==> config.mk <==
export PLATFORM = sky130hd
export DESIGN_NAME = smcw_alu
export DESIGN_NICKNAME = d
export VERILOG_FILES = /design/src/design/stack_machine_core_words_assert.svh /design/src/design/smcw_pkg.sv /design/src/design/smcw_alu.sv
export SDC_FILE = /design/constraint.sdc
export NUM_CORES = 1
export LEC_CHECK = 0
export ABC_AREA = 1
export BUFFER_PORTS_ARGS = -buffer_cell sky130_fd_sc_hd__clkbuf_2
export CAP_MARGIN = 25
export CORE_UTILIZATION = 35
export DETAILED_ROUTE_END_ITERATION = 10
export PLACE_DENSITY_LB_ADDON = 0.1
export REMOVE_ABC_BUFFERS = 1
export SLEW_MARGIN = 5
export SYNTH_ARGS = -nofsm -noshare
export SYNTH_HDL_FRONTEND = slang
export SYNTH_SLANG_ARGS = --single-unit
==> constraint.sdc <==
create_clock -name vclk -period 3.8
set_input_delay 0.19 -clock vclk [all_inputs]
set_output_delay 0.19 -clock vclk [all_outputs]
set_load 0.02 [all_outputs]
==> src/design/stack_machine_core_words_assert.svh <==
// assertion macros for the stack machine core
`ifndef STACK_MACHINE_CORE_WORDS_ASSERT_SVH
`define STACK_MACHINE_CORE_WORDS_ASSERT_SVH
`ifndef ASSERT_OFF
`define SMCW_ASSERT_ALWAYS(label, cond, msg) \
    label: assert property (@(posedge clk) disable iff (!rst_n) (cond)) else $error(msg);
`define SMCW_ASSERT_IMPLY(label, ante, cons, msg) \
    label: assert property (@(posedge clk) disable iff (!rst_n) (ante) |-> (cons)) \
    else $error(msg);
`define SMCW_ASSERT_NEXT(label, ante, cons, msg) \
    label: assert property (@(posedge clk) disable iff (!rst_n) (ante) |=> (cons)) \
    else $error(msg);
`else
`define SMCW_ASSERT_ALWAYS(label, cond, msg)
`define SMCW_ASSERT_IMPLY(label, ante, cons, msg)
`define SMCW_ASSERT_NEXT(label, ante, cons, msg)
`endif
`endif

==> src/design/smcw_pkg.sv <==
`timescale 1ns / 1ps
package smcw_pkg;

    localparam logic [4:0] CMD_STORE  = 5'd0;
    localparam logic [4:0] CMD_MUL    = 5'd1;
    localparam logic [4:0] CMD_ADD    = 5'd2;
    localparam logic [4:0] CMD_SUB    = 5'd3;
    localparam logic [4:0] CMD_LT     = 5'd4;
    localparam logic [4:0] CMD_EQ     = 5'd5;
    localparam logic [4:0] CMD_GT     = 5'd6;
    localparam logic [4:0] CMD_QDUP   = 5'd7;
    localparam logic [4:0] CMD_FETCH  = 5'd8;
    localparam logic [4:0] CMD_AND    = 5'd9;
    localparam logic [4:0] CMD_CSTORE = 5'd10;
    localparam logic [4:0] CMD_CFETCH = 5'd11;
    localparam logic [4:0] CMD_DEPTH  = 5'd12;
    localparam logic [4:0] CMD_DROP   = 5'd13;
    localparam logic [4:0] CMD_DUP    = 5'd14;
    localparam logic [4:0] CMD_INVERT = 5'd15;
    localparam logic [4:0] CMD_LSHIFT = 5'd16;
    localparam logic [4:0] CMD_NEGATE = 5'd17;
    localparam logic [4:0] CMD_OR     = 5'd18;
    localparam logic [4:0] CMD_OVER   = 5'd19;
    localparam logic [4:0] CMD_ROT    = 5'd20;
    localparam logic [4:0] CMD_RSHIFT = 5'd21;
    localparam logic [4:0] CMD_SWAP   = 5'd22;
    localparam logic [4:0] CMD_XOR    = 5'd23;
    localparam logic [4:0] CMD_LIT    = 5'd24;

    localparam logic [1:0] ST_OK        = 2'd0;
    localparam logic [1:0] ST_UNDERFLOW = 2'd1;
    localparam logic [1:0] ST_OVERFLOW  = 2'd2;

    typedef struct packed {
        logic [4:0]  command;
        logic [31:0] literal;
    } req_t;

    typedef struct packed {
        logic [31:0] top_value;
        logic [6:0]  item_count;
        logic [1:0]  status;
    } rsp_t;

    // items a word needs on the stack
    function automatic logic [1:0] need_of(input logic [4:0] cmd);
        logic [1:0] n;
        case (cmd)
            CMD_ROT: n = 2'd3;
            CMD_QDUP, CMD_FETCH, CMD_CFETCH, CMD_DROP, CMD_DUP, CMD_INVERT,
            CMD_NEGATE: n = 2'd1;
            CMD_STORE, CMD_MUL, CMD_ADD, CMD_SUB, CMD_LT, CMD_EQ, CMD_GT,
            CMD_AND, CMD_CSTORE, CMD_LSHIFT, CMD_OR, CMD_OVER, CMD_RSHIFT,
            CMD_SWAP, CMD_XOR: n = 2'd2;
            default: n = 2'd0;
        endcase
        return n;
    endfunction

endpackage

==> src/design/smcw_alu.sv <==
`timescale 1ns / 1ps
module smcw_alu #(
    parameter int CELL_BITS = 32
) (
    input  logic [4:0]           cmd,
    input  logic [CELL_BITS-1:0] a,
    input  logic [CELL_BITS-1:0] b,
    output logic [CELL_BITS-1:0] r
);

    logic big_shift;

    assign big_shift = (b >= CELL_BITS'(CELL_BITS));

    always_comb
    begin
        case (cmd)
            smcw_pkg::CMD_ADD:    r = a + b;
            smcw_pkg::CMD_SUB:    r = a - b;
            smcw_pkg::CMD_LT:     r = ($signed(a) < $signed(b)) ? '1 : '0;
            smcw_pkg::CMD_EQ:     r = (a == b) ? '1 : '0;
            smcw_pkg::CMD_GT:     r = ($signed(b) < $signed(a)) ? '1 : '0;
            smcw_pkg::CMD_AND:    r = a & b;
            smcw_pkg::CMD_OR:     r = a | b;
            smcw_pkg::CMD_XOR:    r = a ^ b;
            smcw_pkg::CMD_LSHIFT: r = big_shift ? '0 : (a << b);
            smcw_pkg::CMD_RSHIFT: r = big_shift ? '0 : (a >> b);
            default:              r = '0;
        endcase
    end

endmodule

* Yosys cells after proc, flatten, opt, wreduce, memory -nomap -nowiden
Index checks and enable logic that the tools add are counted.
Widths: inputs -> output; s select.
** Storage, ports and cells
- Word-level logic and storage cells :: 27
- Input bits :: 69
- Flip-flop bits (word level) :: 0
** Operators by class
- $lt $le $gt $ge :: 3
- Shift-type cells :: 2
- Bitwise gates (word level) :: 3
- Multiplexer cells :: 6
- Add/subtract/negate cells :: 2
- Eq/ne operators :: 11
** Operators by type and width (number)
- $pmux 32 s10 :: 1
- $mux 32 :: 5
- $lt 32x32->1 :: 2
- $add 32x32->32 :: 1
- $and 32x32->32 :: 1
- $eq 32x32->1 :: 1
- $ge 32x6->1 const B :: 1
- $or 32x32->32 :: 1
- $shl 32x32->32 :: 1
- $shr 32x32->32 :: 1
- $sub 32x32->32 :: 1
- $xor 32x32->32 :: 1
- $eq 5x5->1 const B :: 4
- $eq 5x3->1 const B :: 3
- $eq 5x2->1 const B :: 2
- $eq 5x4->1 const B :: 1

* Logic depth before layout (Yosys ltp)
- Depth in word-level cells :: 3
- Gate-level depth with buffers :: 21

* Worst setup path before layout
OpenSTA, ideal clock, no wires.
- Path kind :: input to output
- From :: input b[2]
- To :: output r[25]
- Required time :: 3.610 ns
- Path slack :: 0.818 ns
- Stages :: 20
- Arrival time :: 2.792 ns
- Path buffers :: 4
- Path through :: clkbuf_1 -> inv_2 -> clkbuf_1 -> buf_1 -> ha_1 -> nor2_1 -> inv_1 -> o21ai_2 -> nand2_1 -> nand2_1 -> nand2_1 -> nand2_2 -> nand2_1 -> nand2_1 -> nand2_1 -> nand3_2 -> nand3_4 -> buf_6 -> nor2_1 -> nand3_1
** Between the ends
- Cells in the longest elaborated chain, start to end :: 3
- Elaborated cells between the ends (all ways) :: 14
** Ends and longest elaborated chain
- from (decl) :: line smcw_alu.sv:7 : input logic [CELL_BITS-1:0] b,
- $ge 32x6->1, or another cell as far along :: line smcw_alu.sv:13 : assign big_shift = (b >= CELL_BITS'(CELL_BITS));
- $mux 32, on equally long branches
- $pmux 32 s10 * :: line smcw_alu.sv:17 : case (cmd)
- to (decl) :: line smcw_alu.sv:8 : output logic [CELL_BITS-1:0] r
Mark *: on every way between the ends. The rest lies on a longest branch, timed or not.

* Worst setup path in the final report
- From :: input a[25]
- To :: output r[4]
** Between the ends
- Cells in the longest elaborated chain, start to end :: 3
- Elaborated cells between the ends (all ways) :: 11
** Ends and longest elaborated chain
- from (decl) :: line smcw_alu.sv:6 : input logic [CELL_BITS-1:0] a,
- $lt 32x32->1, or another cell as far along :: line smcw_alu.sv:22 : smcw_pkg::CMD_GT: r = ($signed(b) < $signed(a)) ? '1 : '0;
- $mux 32, on equally long branches
- $pmux 32 s10 * :: line smcw_alu.sv:17
Marks and branches as above.

==> flow_metrics.tcl <==
set metrics [dict create \
    status "completed" \
    grt_antenna_before_repair 1 \
    final-hold-violation-count 0 \
    grt_pass1_wl_mm 75.37 \
    dp_hpwl_mm 40.86 \
    cts_resized 0 \
    layout.nets 2157 \
    cpMaxStageDelayCell "ha_1" \
    crit_family "simple AND/OR/NAND/NOR gates" \
    die_h_um 169.1 \
    core_region_area_um2 27180 \
    path_buf_inv 5 \
    post_cts_buffers 0 \
    syn2layout_area_growth_pct 8.855 \
    die_w_um 169.1 \
    syn-instance-count 1897 \
    critical_path_class "in2out" \
    rows 60 \
    arrival_ns 3.32 \
    io_buffers 101 \
    viasPerCell 5.863 \
    initial_core_util_pct 35.98 \
    overflow 0 \
    gp_congestion 1.016 \
    nClkBuffers 0 \
    finalCriticalPeriod_ns 3.511 \
    synth.distinct_cells 44 \
    finalSetupTns_ns 0 \
    yosys_warnings 0 \
    holdWs_ns 1.124 \
    power.density_nw_per_um2 123.1 \
    drive_above_1_share_pct 9.765 \
    rsz0062_at_grt "no" \
    avgSynthCellArea_um2 5.155 \
    worst-path-stages 16 \
    grt_util_all_layers_pct 34.23 \
    dieArea_um2 28610 \
    period_share_pct 92.41 \
    grt_pass1_vias 12412 \
    ys_seq_area_share_pct 0 \
    fmax_mhz 284.8 \
    dpl.cell_count 2327 \
    worst_setup_path_start_kind "input pin" \
    crit_start "a[25]" \
    synthesis.area_um2 9778 \
    required_ns 3.61 \
    worstPathMaxFanout 24 \
    ant_nets 0 \
    vias 13649 \
    postCtsHoldBufs 0 \
    vdd_drop_max_mv 0.04950 \
    cap_violations 0 \
    end_kind "output port" \
    slew_violations 0 \
    drtIter0Drc 1626 \
    tightest_slew_ns 0.9684 \
    setup_violations 0 \
    drt-total-wl_mm 50.03 \
    maxSlewHeadroom_pct 34.84 \
    diodes 0 \
    cpPeakStageDelay_ns 0.51 \
    path_cells "clkbuf_2 > inv_1 > ha_1 > inv_1 > a21oi_1 > o21ai_0 > nand2_1 > o211ai_1 > nor2_1 > nand3_1 > nand3_2 > nand3_4 > buf_4 > nor2_1 > nand2_1 > clkbuf_2" \
    drtPass1Iterations 6 \
    grt_max_degree 71 \
    finalNonFillerCells 2328 \
    holdPathStages 7 \
    drc 0 \
    endpoint "r[4]" \
    wl_per_cell_um 21.49 \
    leakagePower_nw 5.691 \
    regArea_um2 0 \
    final_util_pct 39.17 \
    ios 101 \
    min-delay-path-class "in2out" \
    nFlopsAndLatches 0 \
]
per-layer routing:
metal / share of wire, % / vias to the layer above / GRT usage (%)
li1: - / 6462 / -
met1: 44 / 6289 / 48.48
met4: 4.3 / 2 / 13.24
met3: 9.2 / 101 / 3.055
met2: 42 / 795 / 53.19
met5: 0.020 / - / 0
synthesized netlist by cell type, types with 13 or more instances:
cell type	n	area (um^2)
o21ai_1	13	65.06
nor2_1	160	600.6
a21oi_1	135	675.7
clkbuf_1	27	101.4
nand4_1	28	175.2
buf_1	23	86.33
inv_1	196	735.7
buf_2	20	100.1
ha_1	128	1602
nor3_1	13	65.06
o21ai_0	91	455.4
nand2_1	518	1944
nand3_1	375	1877
o221ai_1	16	140.1
final cells by class:
type                            count  area (um^2)
Tap cell                          372        465.4
Timing Repair Buffer              144        825.8
Multi-Input combinational cell   1599         8553
Fill cell                        3234        16530
Inverter                          213        799.5
logic make-up (layout without fill, tap and decap cells):
family          after synthesis  in the layout  synth area share (%)
simple gates               1138           1138                 51.04
compound gates              325            325                 19.08
buf+inv                     298            357                 12.55
fa+ha+maj                   130            130                 16.79
xor+xnor                      6              6                0.5374
metrics by stage:
step	area [um^2]	worst slack, ns	power, W
floorplan	9350	0.9529	0.0007806
global placement	10640	0.4188	0.001274
detailed placement	10640	0.4102	0.001268
CTS	10640	0.3955	0.001274
global route	10640	0.04325	0.001427
finish	10640	0.2886	0.001311
where the power goes:
group          internal (W)  total [W]  switching [W]  leakage, nW
logic              0.000377    0.00131       0.000933         5.69
clock network             0          0              0            0
registers                 0          0              0            0
worst min-delay path by stage:
| stage | start | end | slack, ns |
|---|---|---|---|
| floorplan | b[4] | r[10] | 0.60 |
| global placement | b[29] | r[29] | 1.12 |
| detailed placement | b[29] | r[29] | 1.12 |
| CTS | b[29] | r[29] | 1.12 |
| global route | b[26] | r[26] | 1.19 |
| finish | b[25] | r[25] | 1.12 |
placed cells by master, fill, tap and decap left out, types with 7 or more instances in the layout:
master and count:
nand2_1 518, nand3_1 375, inv_1 196, nor2_1 159, a21oi_1 135, ha_1 128, clkbuf_2 101, o21ai_0 91
buf_4 42, nand4_1 28, o221ai_1 16, o21ai_1 13, nor3_1 13, inv_2 12, o211ai_1 12, a221oi_1 11
o22ai_1 10, o21bai_1 8, nand2_2 7, a21boi_0 7
(Power assumes the default switching activity.)
